<file path="src/rtl/fqd_pkg.sv">
// ----------------------------------------------------------------------------
// fqd_pkg
// Shared types, character constants and helpers for the form query decoder.
// ----------------------------------------------------------------------------
package fqd_pkg;

    localparam int unsigned MaxResults = 4;
    localparam int unsigned CountW     = $clog2(MaxResults + 1);
    localparam int unsigned IdxW       = $clog2(MaxResults);

    localparam logic [7:0] CH_PLUS  = 8'h2b;
    localparam logic [7:0] CH_PCT   = 8'h25;
    localparam logic [7:0] CH_EQ    = 8'h3d;
    localparam logic [7:0] CH_AMP   = 8'h26;
    localparam logic [7:0] CH_SPACE = 8'h20;
    localparam logic [7:0] CH_NUL   = 8'h00;
    localparam logic [7:0] CH_0     = 8'h30;
    localparam logic [7:0] CH_9     = 8'h39;
    localparam logic [7:0] CH_LA    = 8'h61;
    localparam logic [7:0] CH_LF    = 8'h66;
    localparam logic [7:0] CH_UA    = 8'h41;
    localparam logic [7:0] CH_UF    = 8'h46;
    localparam logic [7:0] HEX_TEN  = 8'd10;

    typedef struct packed {
        logic [7:0] data_byte;
        logic       has_data;
        logic       in_value_part;
        logic       name_end;
        logic       pair_end;
        logic       query_end;
    } res_t;

    function automatic logic is_hex(input logic [7:0] ch);
        return (ch >= CH_0 && ch <= CH_9) || (ch >= CH_LA && ch <= CH_LF) ||
               (ch >= CH_UA && ch <= CH_UF);
    endfunction

    function automatic logic [3:0] hex_val(input logic [7:0] ch);
        logic [7:0] v;
        if (ch >= CH_0 && ch <= CH_9) begin
            v = ch - CH_0;
        end else if (ch >= CH_LA && ch <= CH_LF) begin
            v = ch - CH_LA + HEX_TEN;
        end else begin
            v = ch - CH_UA + HEX_TEN;
        end
        return v[3:0];
    endfunction

    function automatic res_t mk_data(input logic [7:0] b, input logic side);
        res_t r;
        r.data_byte     = b;
        r.has_data      = 1'b1;
        r.in_value_part = side;
        r.name_end      = 1'b0;
        r.pair_end      = 1'b0;
        r.query_end     = 1'b0;
        return r;
    endfunction

    function automatic res_t mk_mark(input logic side, input logic ne,
                                     input logic pe, input logic qe);
        res_t r;
        r.data_byte     = CH_NUL;
        r.has_data      = 1'b0;
        r.in_value_part = side;
        r.name_end      = ne;
        r.pair_end      = pe;
        r.query_end     = qe;
        return r;
    endfunction

endpackage

</file>
<file path="src/rtl/form_query_decoder_core.sv">
// ----------------------------------------------------------------------------
// form_query_decoder_core
// Results appear, registered, in the cycle after their request is accepted.
// Throughput: one request per cycle while m_ready is high and each causes at
// most one result; with k results, s_ready stays low until the last is taken.
// Reset (aresetn low, synchronous): escape, name/value and pair state clear,
// result buffer empties; no clearing pass.
// ----------------------------------------------------------------------------
module form_query_decoder_core (
    input  logic       aclk,
    input  logic       aresetn,
    input  logic       s_valid,
    output logic       s_ready,
    input  logic [7:0] s_query_byte,
    input  logic       s_final_req,
    output logic       m_valid,
    input  logic       m_ready,
    output logic [7:0] m_data_byte,
    output logic       m_has_data,
    output logic       m_in_value_part,
    output logic       m_name_end,
    output logic       m_pair_end,
    output logic       m_query_end,
    output logic       m_last
);
    import fqd_pkg::*;

    typedef enum logic [1:0] {
        ESC_NONE,
        ESC_PCT,
        ESC_DIGIT
    } esc_t;

    esc_t              esc_reg, esc_next;
    logic [7:0]        held_reg, held_next;
    logic              vs_reg, vs_next;
    logic              po_reg, po_next;
    res_t              slot_reg  [MaxResults];
    res_t              slot_next [MaxResults];
    logic [CountW-1:0] cnt_reg, cnt_next;
    logic [IdxW-1:0]   idx_reg;
    logic              s_fire, m_fire, at_last;
    res_t              cur;

    always_comb begin
        esc_t              ph;
        logic              vs;
        logic              po;
        logic [7:0]        hd;
        logic [CountW-1:0] n;
        logic              do_plain;
        logic              in_hex;
        logic [7:0]        b;
        ph       = esc_reg;
        vs       = vs_reg;
        po       = po_reg;
        hd       = held_reg;
        n        = '0;
        do_plain = 1'b0;
        b        = s_query_byte;
        in_hex   = is_hex(b);
        for (int i = 0; i < MaxResults; i++) begin
            slot_next[i] = slot_reg[i];
        end
        if (b != CH_NUL) begin
            case (esc_reg)
                ESC_PCT: begin
                    if (in_hex) begin
                        hd = b;
                        ph = ESC_DIGIT;
                    end else begin
                        ph = ESC_NONE;
                        slot_next[n[IdxW-1:0]] = mk_data(CH_PCT, vs);
                        n = n + CountW'(1);
                        do_plain = 1'b1;
                    end
                end
                ESC_DIGIT: begin
                    ph = ESC_NONE;
                    if (in_hex) begin
                        slot_next[n[IdxW-1:0]] = mk_data({hex_val(hd), hex_val(b)}, vs);
                        n = n + CountW'(1);
                    end else begin
                        slot_next[n[IdxW-1:0]] = mk_data(CH_PCT, vs);
                        n = n + CountW'(1);
                        slot_next[n[IdxW-1:0]] = mk_data(hd, vs);
                        n = n + CountW'(1);
                        do_plain = 1'b1;
                    end
                end
                default: begin
                    ph = ESC_NONE;
                    do_plain = 1'b1;
                end
            endcase
            if (do_plain) begin
                if (b == CH_AMP) begin
                    slot_next[n[IdxW-1:0]] = mk_mark(vs, !vs, 1'b1, 1'b0);
                    n = n + CountW'(1);
                    vs = 1'b0;
                    po = 1'b0;
                end else if (b == CH_EQ && !vs) begin
                    po = 1'b1;
                    slot_next[n[IdxW-1:0]] = mk_mark(1'b0, 1'b1, 1'b0, 1'b0);
                    n = n + CountW'(1);
                    vs = 1'b1;
                end else if (b == CH_PCT) begin
                    po = 1'b1;
                    ph = ESC_PCT;
                end else begin
                    po = 1'b1;
                    slot_next[n[IdxW-1:0]] = mk_data((b == CH_PLUS) ? CH_SPACE : b, vs);
                    n = n + CountW'(1);
                end
            end
        end
        if (b == CH_NUL || s_final_req) begin
            if (ph == ESC_PCT) begin
                slot_next[n[IdxW-1:0]] = mk_data(CH_PCT, vs);
                n = n + CountW'(1);
            end else if (ph == ESC_DIGIT) begin
                slot_next[n[IdxW-1:0]] = mk_data(CH_PCT, vs);
                n = n + CountW'(1);
                slot_next[n[IdxW-1:0]] = mk_data(hd, vs);
                n = n + CountW'(1);
            end
            slot_next[n[IdxW-1:0]] = mk_mark(po ? vs : 1'b0, po && !vs, po, 1'b1);
            n  = n + CountW'(1);
            ph = ESC_NONE;
            vs = 1'b0;
            po = 1'b0;
            hd = CH_NUL;
        end
        esc_next  = ph;
        vs_next   = vs;
        po_next   = po;
        held_next = hd;
        cnt_next  = n;
    end

    assign m_valid = (cnt_reg != '0);
    assign at_last = ({1'b0, idx_reg} + CountW'(1)) == cnt_reg;
    assign m_fire  = m_valid && m_ready;
    assign s_ready = !m_valid || (m_fire && at_last);
    assign s_fire  = s_valid && s_ready;

    always_ff @(posedge aclk) begin
        if (!aresetn) begin
            esc_reg  <= ESC_NONE;
            held_reg <= CH_NUL;
            vs_reg   <= 1'b0;
            po_reg   <= 1'b0;
            cnt_reg  <= '0;
            idx_reg  <= '0;
        end else if (s_fire) begin
            esc_reg  <= esc_next;
            held_reg <= held_next;
            vs_reg   <= vs_next;
            po_reg   <= po_next;
            cnt_reg  <= cnt_next;
            idx_reg  <= '0;
        end else if (m_fire) begin
            if (at_last) begin
                cnt_reg <= '0;
                idx_reg <= '0;
            end else begin
                idx_reg <= idx_reg + IdxW'(1);
            end
        end
    end

    always_ff @(posedge aclk) begin
        if (s_fire) begin
            for (int i = 0; i < MaxResults; i++) begin
                slot_reg[i] <= slot_next[i];
            end
        end
    end

    assign cur             = slot_reg[idx_reg];
    assign m_data_byte     = cur.data_byte;
    assign m_has_data      = cur.has_data;
    assign m_in_value_part = cur.in_value_part;
    assign m_name_end      = cur.name_end;
    assign m_pair_end      = cur.pair_end;
    assign m_query_end     = cur.query_end;
    assign m_last          = at_last;

    a_cnt_range: assert property (@(posedge aclk) disable iff (!aresetn)
        cnt_reg <= CountW'(MaxResults))
        else $error("result count out of range");

    a_idx_below_cnt: assert property (@(posedge aclk) disable iff (!aresetn)
        m_valid |-> ({1'b0, idx_reg} < cnt_reg))
        else $error("result index past count");

    a_qend_last: assert property (@(posedge aclk) disable iff (!aresetn)
        (m_valid && m_query_end) |-> m_last)
        else $error("query end marker is not the last result");

    a_end_clears: assert property (@(posedge aclk) disable iff (!aresetn)
        (s_fire && (s_query_byte == CH_NUL || s_final_req)) |=>
            (esc_reg == ESC_NONE && !vs_reg && !po_reg && cnt_reg != '0))
        else $error("query end did not clear state");

endmodule
</file>
<file path="config.mk">
export PLATFORM = sky130hd
export DESIGN_NAME = form_query_decoder_core
export DESIGN_NICKNAME = d
export VERILOG_FILES = /design/src/rtl/fqd_pkg.sv /design/src/rtl/form_query_decoder_core.sv
export SDC_FILE = /design/constraint.sdc
export NUM_CORES = 1
export LEC_CHECK = 0
export ABC_CLOCK_PERIOD_IN_PS = 7630
export BUFFER_PORTS_ARGS = -buffer_cell sky130_fd_sc_hd__buf_2
export CORE_ASPECT_RATIO = 1.75
export CORE_MARGIN = 4
export CORE_UTILIZATION = 63
export CTS_CLUSTER_DIAMETER = 80
export DETAILED_ROUTE_END_ITERATION = 8
export PLACE_DENSITY = 0.85
export SYNTH_ARGS = -nofsm -noshare
export SYNTH_HDL_FRONTEND = slang
export SYNTH_SLANG_ARGS = --single-unit
</file>
<file path="constraint.sdc">
create_clock -name aclk -period 7.63 [get_ports aclk]
set_input_delay 1.526 -clock aclk [delete_from_list [all_inputs] [get_ports aclk]]
set_output_delay 1.526 -clock aclk [all_outputs]
set_load 0.005 [all_outputs]
</file>
Yosys cells after proc, flatten, opt, wreduce, memory -nomap -nowiden
Memory sizes are Yosys's and may differ from the RTL's. A register that Yosys moved wholly into a read port is not among the register bits.
Cells that the tools add are included.

storage, ports and cells
  ROM bits = 0
  output and inout port bits = 16
  RAM bits = 52
  logic and storage cells = 167
  latch bits = 0
  memories = 1
  register bits after elaboration = 17

memories
  memory    depth  width  read ports  clocked after memory_dff  wr ports  line                           text
  slot_reg  4      13     5           1                         4         form_query_decoder_core.sv:38  res_t slot_reg [MaxResults];

operators by class
  equal/unequal tests = 9
  multiplexer cells = 80
  add/subtract/negate cells = 16
  div/mod/pow operators = 0
  magnitude comparators = 18
  shift operators = 0
  multipliers = 0
  reductions and logical operators = 29
  bitwise logic cells = 8

operators with widths
  cell                   number
  $mux W52               9
  $bwmux W52             5
  $mux W13               10
  $demux W13 S2          4
  $and A48 B48 Y48       1
  $not A48 Y48           1
  $mux W8                5
  $mux W3                13
  $eq A8 B6 Y1 const B   4
  $pmux W13 S2           1
  $ge A8 B7 Y1 const B   3
  $le A8 B7 Y1 const B   3
  $mux W2                12
  $sub A4 B1 Y4 const B  6
  $add A4 B4 Y4 const B  4
  $ge A8 B6 Y1 const B   2
  $le A8 B6 Y1 const B   2
  $mux W1                16
  $mux W4                4
  $logic_and A1 B1 Y1    14
  $add A3 B1 Y3 const B  4
  $ge A3 B3 Y1 const B   4
  $lt A3 B1 Y1 const B   4
  $not A2 Y3             4
  16 further kinds       25

Logic depth before layout (Yosys ltp)
Gate-level depths: netlist of the first run.

  depth in word-level cells = 25
  gate-level depth with buffers = 20
  gate-level depth less buffers = 18

Worst setup path before layout of the first run
No wires, ideal clock.

  path type = input port to flip-flop
  from = input s_query_byte[0]
  to = memory slot_reg[1][3] (netlist bit), data pin
  setup time = 0.270 ns
  data required time = 7.360 ns
  setup slack = 1.707 ns
  cell stages on the path = 19
  path buffers = 3
  data arrival time = 5.653 ns
  cell sequence = inv_1 > ha_1 > nor3b_1 > or4b_1 > buf_2 > o211ai_2 > buf_4 > nor2_1 > ha_1 > nor2_1 > o21ai_1 > ha_1 > o21ai_0 > a21oi_1 > a31oi_1 > ha_1 > clkbuf_1 > a221oi_1 > o32ai_1

RTL lines
  item         line                           text
  from (decl)  form_query_decoder_core.sv:14  input logic [7:0] s_query_byte,
  to (decl)    form_query_decoder_core.sv:38

==> results of run 1 <==
layer usage:
metal  vias to the layer above  share of wire, %
met5                         -                 0
met4                         0                11
met3                       229                12
met2                       637                46
met1                      3189                31
li1                       2846                 -
cells in the final DEF (no fill, tap or decap), drive strengths merged, types with 11 or more instances in the layout:
master,n
o22ai,14
mux4,13
nor3,22
o21ai,57
inv,27
dfxtp,19
buf,38
nand2,59
edfxtp,52
a22oi,19
nor2,42
a21oi,51
o211ai,17
ha,34
nand3,16
nor2b,11
a31oi,13
mux2i,13
area by class of cell:
| cell class | instances | share of cell area, % |
|---|---|---|
| timing repair buffer | 38 | 3.15 |
| clock buffer | 10 | 3.35 |
| clock inverter | 6 | 0.568 |
| sequential | 71 | 28.4 |
| multi-input combinational | 577 | 60.7 |
| inverter | 28 | 1.54 |
| tap | 125 | 2.29 |
power by group through the flow:
stage          sequential, µW  clock, µW  combinational [µW]
2_1_floorplan             478          0                 118
3_3_place_gp              491          0                 162
3_5_place_dp              493          0                 167
4_1_cts                   484        395                 168
5_1_grt                   488        413                 184
6_report                  487        399                 174
worst register-to-register path, stage by stage, from the launching register on:
cell and delay, ps:
dfxtp_1 380, inv_1 60, ha_1 780, inv_1 440, a21oi_2 760, o21ai_1 390, ha_1 400, o21ai_0 210
a21oi_1 60, buf_4 190, a31oi_1 300, ha_1 550, nor3_1 120, o21ai_1 290, o221ai_1 210
per-stage QoR:
stage / hold WS [ps] / setup WS (ps) / total power, µW / util (%) / cells
after global placement: 492 / 1170 / 653 / 66.2 / 839
after CTS: 517 / 1260 / 1050 / 68.9 / 855
after floorplan: 454 / 1710 / 596 / - / 725
after detailed placement: 512 / 912 / 659 / 66.2 / 839
after global routing: 547 / 803 / 1090 / 68.9 / 855
final: 507 / 1080 / 1060 / 68.9 / 855
path summary, 6_finish.rpt:
path         depth (start not counted)       startpoint        endpoint
min reg2reg                          2       esc_reg[0]      esc_reg[0]
max                                 19  s_query_byte[0]  slot_reg[1][9]
min                                  2       esc_reg[0]      esc_reg[0]
max reg2reg                         14       esc_reg[0]  slot_reg[1][9]
cells by family (layout without fill, tap and decap cells):
group                      after synthesis  count (layout)  synth area share [%]
DFF                                     71              71                  30.4
xor gates and xnor gates                 8               8                  1.10
muxes                                   31              31                  7.49
and+or+nand+nor                        216             216                  17.8
AOI/OAI and AO/OA                      288             288                  31.6
adders and majority gates               34              34                  6.65
buffers and inverters                   77              82                  4.97
==> results.txt, run 1 <==
drc violations - 0
Min Clock Period, post-route - 6550 ps
final worst-path cycle share - 85.9%
TNS Setup - 0 ps
met2 GRT Util - 71.7%
most instantiated cells after synthesis - nand2_1 (59), edfxtp_1 (52), o21ai_0 (50)
wire length after detailed routing - 26700 µm
CP top delay family - simple AND/OR/NAND/NOR gates
Hold Path Class - flip-flop to flip-flop
power share of the combinational group - 16.4%
Final Instance Area - 6830 µm²
cell with the most instances after synthesis - nand2_1
skew final - 7.71 ps
Worst Path Buf+Inv - 3
status - finished, final reports clean
Ant. Diodes - 0
Std-Cell Rows - 48
RSZ-0062 raised after global routing - false
Die H - 141 µm
Seq pwr share - 45.9%
Final #Nets - 772
Post-DRT Antenna Nets - 0
register area share after synthesis - 30.4%
most area-consuming cells after synthesis - edfxtp_1 (24%), ha_1 (6.7%), dfxtp_1 (5.9%)
PD cells - 155 nW/µm²
GR peak layer - met2
slowest cell delay on critical path - 680 ps
Switching Power - 312 µW
htree depth - 3
Crit path top cell by count - ha_1
footprint of the multi-input gates - 4140 µm²
Final Hold Vio Count - 0
Max Slew Vio Count - 0
total number of vias - 6901
fmax - 0.153 GHz
gr usage total - 44.8%
CTS buffer count - 9
number of flops mapped to enable cells by yosys - 52
antenna violations before repair - 0
clock share of power - 37.7%
Resized Gates After CTS - 0
Worst Path Arrival - 6710 ps
Root Driver - clkbuf_16
Worst setup EP type - flip-flop
die outline width - 84.2 µm
CTS tree - done
r2r setup slk - 2210 ps
Synth Net Count - 772
pin count of the biggest net entering global routing - 54
Avg Inst Size Synth - 8.82 µm²
sequential cell area - 1940 µm²
global-route wire length before repair - 40000 µm
asr flop ratio synth - 0%
worst-path maximum fanout - 15
required time of the critical path - 7790 ps
P_int - 748 µW
Startpoint Class - input pin
GPL Wtd Cong - 1.06
max reg flops - 52
placed cell area - 6560 µm²
Reg clk slew, reported paths - 60 ps
Initial DRT Pass Iterations - 9
VDD IR-drop max - 0.180 mV
max-capacitance violation count - 0
initial core utilization - 64.5%
kind of critical path - input pin to flip-flop
layout cells sized above 1 - 13.7%
worst skew pair latency - 350 ps
I/O pin total - 29
CP max stage cell - or4b_1
Post-Syn Instances - 725
Slew HR - 4.19%
post-detailed-placement half-perimeter wirelength - 19100 µm
# fillers - 806
GR Layer Usage met3 - 11.6%
Setup violations, final - 0
largest area contributor in the netlist - edfxtp_1
P&R area growth vs syn - 6.77%
DRT iter0 DRCs - 1196
Buffers on Ports - 28
CP Cell Sequence - buf_2 -> inv_1 -> ha_1 -> nor3b_1 -> or4b_1 -> o21ai_4 -> a21oi_1 -> ha_1 -> nor2_1 -> o21ai_1 -> ha_1 -> o21ai_0 -> a21oi_1 -> buf_4 -> a31oi_1 -> ha_1 -> nor4_1 -> nand2_1 -> o221ai_1
Switching Fraction - 29.4%
flops & latches, synth - 71
DIE AREA - 11900 µm²
Leakage - 0.00256 µW
grt met1 use - 48.9%
synth warn - 0
total grt overflow - 0
vias in the first global route - 6826
post-synthesis cell type count - 81
Vias/cell - 8.07
Tightest Pin Transition - 1420 ps
top_reg_cell synth - edfxtp_1
Mapped Area - 6400 µm²
routed len/inst - 31.2 µm
Setup Fix Bufs, Post-CTS - 0
Clock Path Buffers - 2
hold_buf cts - 0
Core Area - 9910 µm²
Clock Sinks - 71
share of the synthesized area in the top cell type - 24.4%
Note: power is estimated with default switching activity, not from simulation.
==> run 2: changes to the inputs <==
--- a/config.mk
+++ b/config.mk
@@ -13,5 +13,6 @@
 export CTS_CLUSTER_DIAMETER = 80
 export DETAILED_ROUTE_END_ITERATION = 8
-export PLACE_DENSITY = 0.85
+export PLACE_DENSITY = 0.91
+export SLEW_MARGIN = 0
 export SYNTH_ARGS = -nofsm -noshare
 export SYNTH_HDL_FRONTEND = slang
==> constraint.sdc (replaced) <==
create_clock -name aclk -period 7.63 [get_ports aclk]
set_input_delay 0 -clock aclk [delete_from_list [all_inputs] [get_ports aclk]]
set_output_delay 0 -clock aclk [all_outputs]
set_load 0.005 [all_outputs]
==> run 2 against run 1 <==
Against the previous run: clock skew barely moved; die area did not move; critical path type unchanged; clock power grew 5.5%; largest power group unchanged; total power rose by 2.3%; utilization grew 0.44 points; combinational power hardly changed; via count is 0.70% higher.
==> results.txt, run 2 (synthesized netlist as in run 1, its figures left out) <==
status - finished, final reports clean
Setup violations, final - 0
worst-path maximum fanout - 18
Resized Gates After CTS - 0
Worst R2R Path Depth - 15
Leakage - 0.00259 µW
Max Slew Vio Count - 0
Ant. Diodes - 0
RSZ-0062 raised after global routing - false
Setup Fix Bufs, Post-CTS - 0
worst r2r src - esc_reg[0]
hold_buf cts - 0
initial core utilization - 64.5%
vias in the first global route - 6736
routed len/inst - 31.2 µm
global-route wire length before repair - 40100 µm
DRT iter0 DRCs - 1171
Buffers on Ports - 28
Initial DRT Pass Iterations - 8
DIE AREA - 11900 µm²
CTS tree - done
layout cells sized above 1 - 14.2%
Vias/cell - 8.09
Worst setup EP type - flip-flop
Slew HR - 15.3%
kind of critical path - input pin to flip-flop
Clock Sinks - 71
RR Endpoint - slot_reg[0][11]
PD cells - 158 nW/µm²
Tightest Pin Transition - 1260 ps
hold endpoint - esc_reg[0]
placed cell area - 6590 µm²
die outline width - 84.2 µm
DP Worst Slack - 2000 ps
Worst Hold Slack - 76.3 ps
hold path depth - 2
VDD IR-drop max - 0.147 mV
Die H - 141 µm
Final Instance Area - 6870 µm²
Std-Cell Rows - 48
worst skew pair latency - 350 ps
pin count of the biggest net entering global routing - 36
Hold Path Class - input pin to flip-flop
Final Hold Vio Count - 0
Post-Layout Cell Count - 859
Worst Path Arrival - 5590 ps
htree depth - 3
r2r setup slk - 2370 ps
Reg clk slew, reported paths - 70 ps
skew final - 7.31 ps
GPL Wtd Cong - 1.08
Clock Path Buffers - 2
TNS Setup - 0 ps
drc violations - 0
Startpoint Class - input pin
wire length after detailed routing - 26800 µm
Root Driver - clkbuf_16
post-detailed-placement half-perimeter wirelength - 19300 µm
Setup WS post-layout - 2210 ps
# fillers - 796
CTS buffer count - 9
Core Area - 9910 µm²
final worst-path cycle share - 71.0%
max-capacitance violation count - 0
Placed Cells - 843
P&R area growth vs syn - 7.45%
required time of the critical path - 7800 ps
Worst Hold Launch - aresetn
Post-DRT Antenna Nets - 0
fmax - 0.185 GHz
I/O pin total - 29
commonest non-fill, non-tap cell in the layout - nand2_1
max reg flops - 52
total number of vias - 6949
antenna violations before repair - 0
total grt overflow - 0
Final #Nets - 776
commonest cells after routing, fill and taps aside - nand2_1 (59), edfxtp_1 (52), o21ai_0 (50)
gr usage total - 45.0%
Min Clock Period, post-route - 5420 ps
run 2: final cells by class:
cell class              count  area (µm²)  area share (%)
clock buffers               9         225            3.28
clock inverters             7        60.1           0.874
inverters                  28         105            1.53
multi-input cells         577        4140            60.2
flip-flops and latches     71        1940            28.3
well taps                 125         156            2.28
repair buffers             42         245            3.57
run 2: stage by stage:
step	total power (µW)	util [%]
4_1_cts	1070	69.4
6_report	1080	69.4
5_1_grt	1110	69.4
3_5_place_dp	661	66.5
3_3_place_gp	654	66.5
2_1_floorplan	596	-
run 2: layer usage:
layer / GRT usage (%) / wire length [µm]
met4: 37.3 / 2930
met3: 11.5 / 3010
met1: 48.6 / 8290
met5: 0 / 0
met2: 73.1 / 12600
run 2: critical path, stage by stage:
cell and delay [ps]:
buf_2 190, inv_1 110, ha_1 220, nor3b_1 160, or4b_1 680, o211ai_2 840, nor2_1 260, ha_1 350
nor2_1 40, o21ai_1 410, ha_1 370, o21ai_0 120, a21oi_1 410, a31oi_1 190, ha_1 470, nor3_1 390
nor2_1 100, o32ai_1 270
run 2: how the worst max path moves through the flow:
stage | slack (ps) | startpoint | end
after detailed placement | 2000 | s_query_byte[0] | slot_reg[0][11]
final | 2210 | s_query_byte[0] | slot_reg[0][11]
after global routing | 1620 | s_query_byte[0] | slot_reg[1][11]
after floorplan | 3230 | s_query_byte[0] | slot_reg[1][3]
after global placement | 2190 | s_query_byte[0] | slot_reg[0][11]
after CTS | 2350 | s_query_byte[0] | slot_reg[0][11]
run 2: report_power, final:
group | internal, µW | switching, µW | total [µW]
sequential | 457 | 29.5 | 487
combinational | 71.5 | 104 | 176
clock | 226 | 195 | 421
total | 755 | 328 | 1080
==> run 3: changes to the inputs <==
- ABC_AREA: unset -> 1
- ABC_CLOCK_PERIOD_IN_PS: 7630 -> 4850
- CORE_UTILIZATION: 63 -> 57
- PLACE_DENSITY: 0.91 -> 0.88
- clock period: 7.63 -> 4.85 ns (I/O delays scaled with it)
==> run 3 against run 2 <==
Against the previous run: non-clock buffer count did not move; global-route usage fell by 4.3 points; first-iteration DRC count fell by 2.3%; die area rose by 10%; cell area rose by 2.9%; combinational power rose by 57%; utilization fell by 5.7 points; synthesized cell count rose by 28%; total power rose by 68%; clock power rose by 89%; critical endpoint is now cnt_reg[2]; highest routed layer unchanged.
==> results.txt, run 3 <==
status - finished, final reports clean
Mapped Area - 6430 µm²
TNS Setup - 0 ps
Setup WS post-layout - 304 ps
vias in the first global route - 7178
final worst-path cycle share - 93.7%
initial core utilization - 58.0%
most instantiated cells after synthesis - nand2_1 (188), o21ai_0 (127), inv_1 (98)
Worst Path Arrival - 4780 ps
VDD IR-drop max - 0.202 mV
Worst Hold Launch - s_query_byte[3]
Switching Power - 517 µW
CTS tree - done
worst skew pair latency - 350 ps
max-capacitance violation count - 0
Reg clk slew, reported paths - 60 ps
Setup Fix Bufs, Post-CTS - 0
most area-consuming cells after synthesis - edfxtp_1 (24%), nand2_1 (11%), o21ai_0 (9.9%)
Root Driver - clkbuf_16
RR Endpoint - cnt_reg[2]
hold endpoint - held_reg[3]
total number of vias - 7402
fmax - 0.220 GHz
routed len/inst - 24.0 µm
P_int - 1310 µW
power share of the combinational group - 15.2%
Buffers on Ports - 28
gr usage total - 40.7%
worst-path maximum fanout - 11
Switching Fraction - 28.4%
required time of the critical path - 5080 ps
layout cells sized above 1 - 13.4%
post-detailed-placement half-perimeter wirelength - 19100 µm
DIE AREA - 13100 µm²
drc violations - 0
Initial DRT Pass Iterations - 7
DP Worst Slack - 425 ps
flops & latches, synth - 71
DRT iter0 DRCs - 1144
asr flop ratio synth - 0%
Clock Sinks - 71
share of the synthesized area in the top cell type - 24.3%
grt met1 use - 44.7%
Max Slew Vio Count - 0
commonest non-fill, non-tap cell in the layout - nand2_1
wire length after detailed routing - 26100 µm
largest area contributor in the netlist - edfxtp_1
origin of the worst setup path - esc_reg[0]
skew final - 6.35 ps
global-route wire length before repair - 39500 µm
final core occ - 63.7%
register area share after synthesis - 30.2%
kind of critical path - flip-flop to flip-flop
met2 GRT Util - 63.9%
Post-DRT Antenna Nets - 0
die outline width - 88.3 µm
total grt overflow - 0
CTS buffer count - 9
PD cells - 258 nW/µm²
Seq pwr share - 41.1%
I/O pin total - 29
Vias/cell - 6.80
pin count of the biggest net entering global routing - 36
Min Clock Period, post-route - 4550 ps
Leakage - 0.00311 µW
Ant. Diodes - 0
Slew HR - 34.7%
r2r setup slk - 300 ps
GR Layer Usage met3 - 8.92%
cell with the most instances after synthesis - nand2_1
Setup violations, final - 0
P&R area growth vs syn - 9.88%
RSZ-0062 raised after global routing - false
commonest cells after routing, fill and taps aside - nand2_1 (188), o21ai_0 (126), inv_1 (97)
Startpoint Class - flip-flop
worst r2r src - esc_reg[0]
synth warn - 0
Avg Inst Size Synth - 6.93 µm²
Post-Syn Instances - 928
Clock Path Buffers - 2
Final #Nets - 999
number of flops mapped to enable cells by yosys - 52
antenna violations before repair - 1
Final Hold Vio Count - 0
Std-Cell Rows - 51
htree depth - 3
Core Area - 11100 µm²
Synth Net Count - 975
Worst R2R Path Depth - 22
GR peak layer - met2
clock share of power - 43.7%
top_reg_cell synth - edfxtp_1
hold path depth - 3
post-synthesis cell type count - 54
Worst setup EP type - flip-flop
Tightest Pin Transition - 978 ps
Hold Path Class - input pin to flip-flop
Die H - 149 µm
max reg flops - 52
GPL Wtd Cong - 1.09
## run 3: cell count changes after synthesis, moves of 20 or more
cell / before / now
nor2_1: 41 / 71
inv_2: 0 / 22
nand3_1: 16 / 41
nand2_1: 59 / 188
o21ai_0: 50 / 127
a21oi_1: 49 / 71
inv_1: 27 / 98
clkbuf_1: 36 / 16
## run 3: worst max-delay path by stage
stage          cells after the start  slack (ps)         endpoint
5_1_grt                           23          20       cnt_reg[2]
6_report                          22         300       cnt_reg[2]
4_1_cts                           23         110       cnt_reg[2]
2_1_floorplan                     21        1130  slot_reg[1][10]
3_5_place_dp                      25         420   slot_reg[1][5]
3_3_place_gp                      25         500  slot_reg[1][10]
## run 3: worst max-delay path: stages (launching register included)
cell	delay [ps]
dfxtp_1	330
inv_1	110
ha_1	410
inv_1	170
nand2_2	310
nand2_2	110
inv_2	220
nand2_1	150
nor2_4	200
inv_2	90
ha_1	310
o31ai_1	270
o21ai_1	100
nand2_1	170
inv_1	130
ha_1	270
inv_1	100
nand3_1	100
nand3_1	100
nand2_1	50
nand3_1	70
a21oi_1	70
dlygate4sd3_1	570
## run 3: routing by layer
metal / wire length (µm) / part of all wire, % / vias to the layer above
met4: 3200 / 12 / 0
li1: - / - / 3228
met2: 11800 / 45 / 678
met1: 8290 / 32 / 3252
met3: 2880 / 11 / 244
met5: 0 / 0 / -
## run 3: through the flow
| stage | hold WS, ps | power (µW) | instance area (µm²) | instances |
|---|---|---|---|---|
| after floorplan | 139 | 915 | 6430 | 928 |
| after global placement | 307 | 1020 | 6670 | 1069 |
| after detailed placement | 314 | 1020 | 6670 | 1069 |
| after CTS | 149 | 1790 | 7060 | 1089 |
| after global routing | 185 | 1860 | 7070 | 1089 |
| final | 150 | 1820 | 7070 | 1089 |
## run 3: cell type report
type / count / area, µm²
Timing Repair Buffer: 42 / 255
Sequential cell: 71 / 1940
Clock buffer: 9 / 225
Clock inverter: 7 / 121
Multi-Input combinational cell: 706 / 3900
Fill cell: 1042 / 4030
Tap cell: 132 / 165
Inverter: 122 / 460
## run 3: kinds of logic after synthesis
logic type | after synthesis | synth area share (%)
AOI/OAI and AO/OA | 300 | 26.6
xor gates and xnor gates | 10 | 1.36
adders and majority gates | 34 | 6.61
buffers and inverters | 151 | 9.37
DFF | 71 | 30.2
and+or+nand+nor | 362 | 25.9
## run 3: power by group through the flow
stage | Clock, µW | Combinational [µW] | Sequential [µW]
6_report | 797 | 277 | 749
5_1_grt | 808 | 300 | 751
4_1_cts | 783 | 266 | 745
3_5_place_dp | 0 | 262 | 758
3_3_place_gp | 0 | 259 | 757
2_1_floorplan | 0 | 171 | 744
## run 3: repair_timing
| action | CTS | global route |
|---|---|---|
| setup endpoints to repair | 0 | 5 |
| hold buffers | 4 | 0 |
| hold endpoints to repair | 6 | 0 |
| gates resized for setup | 0 | 4 |
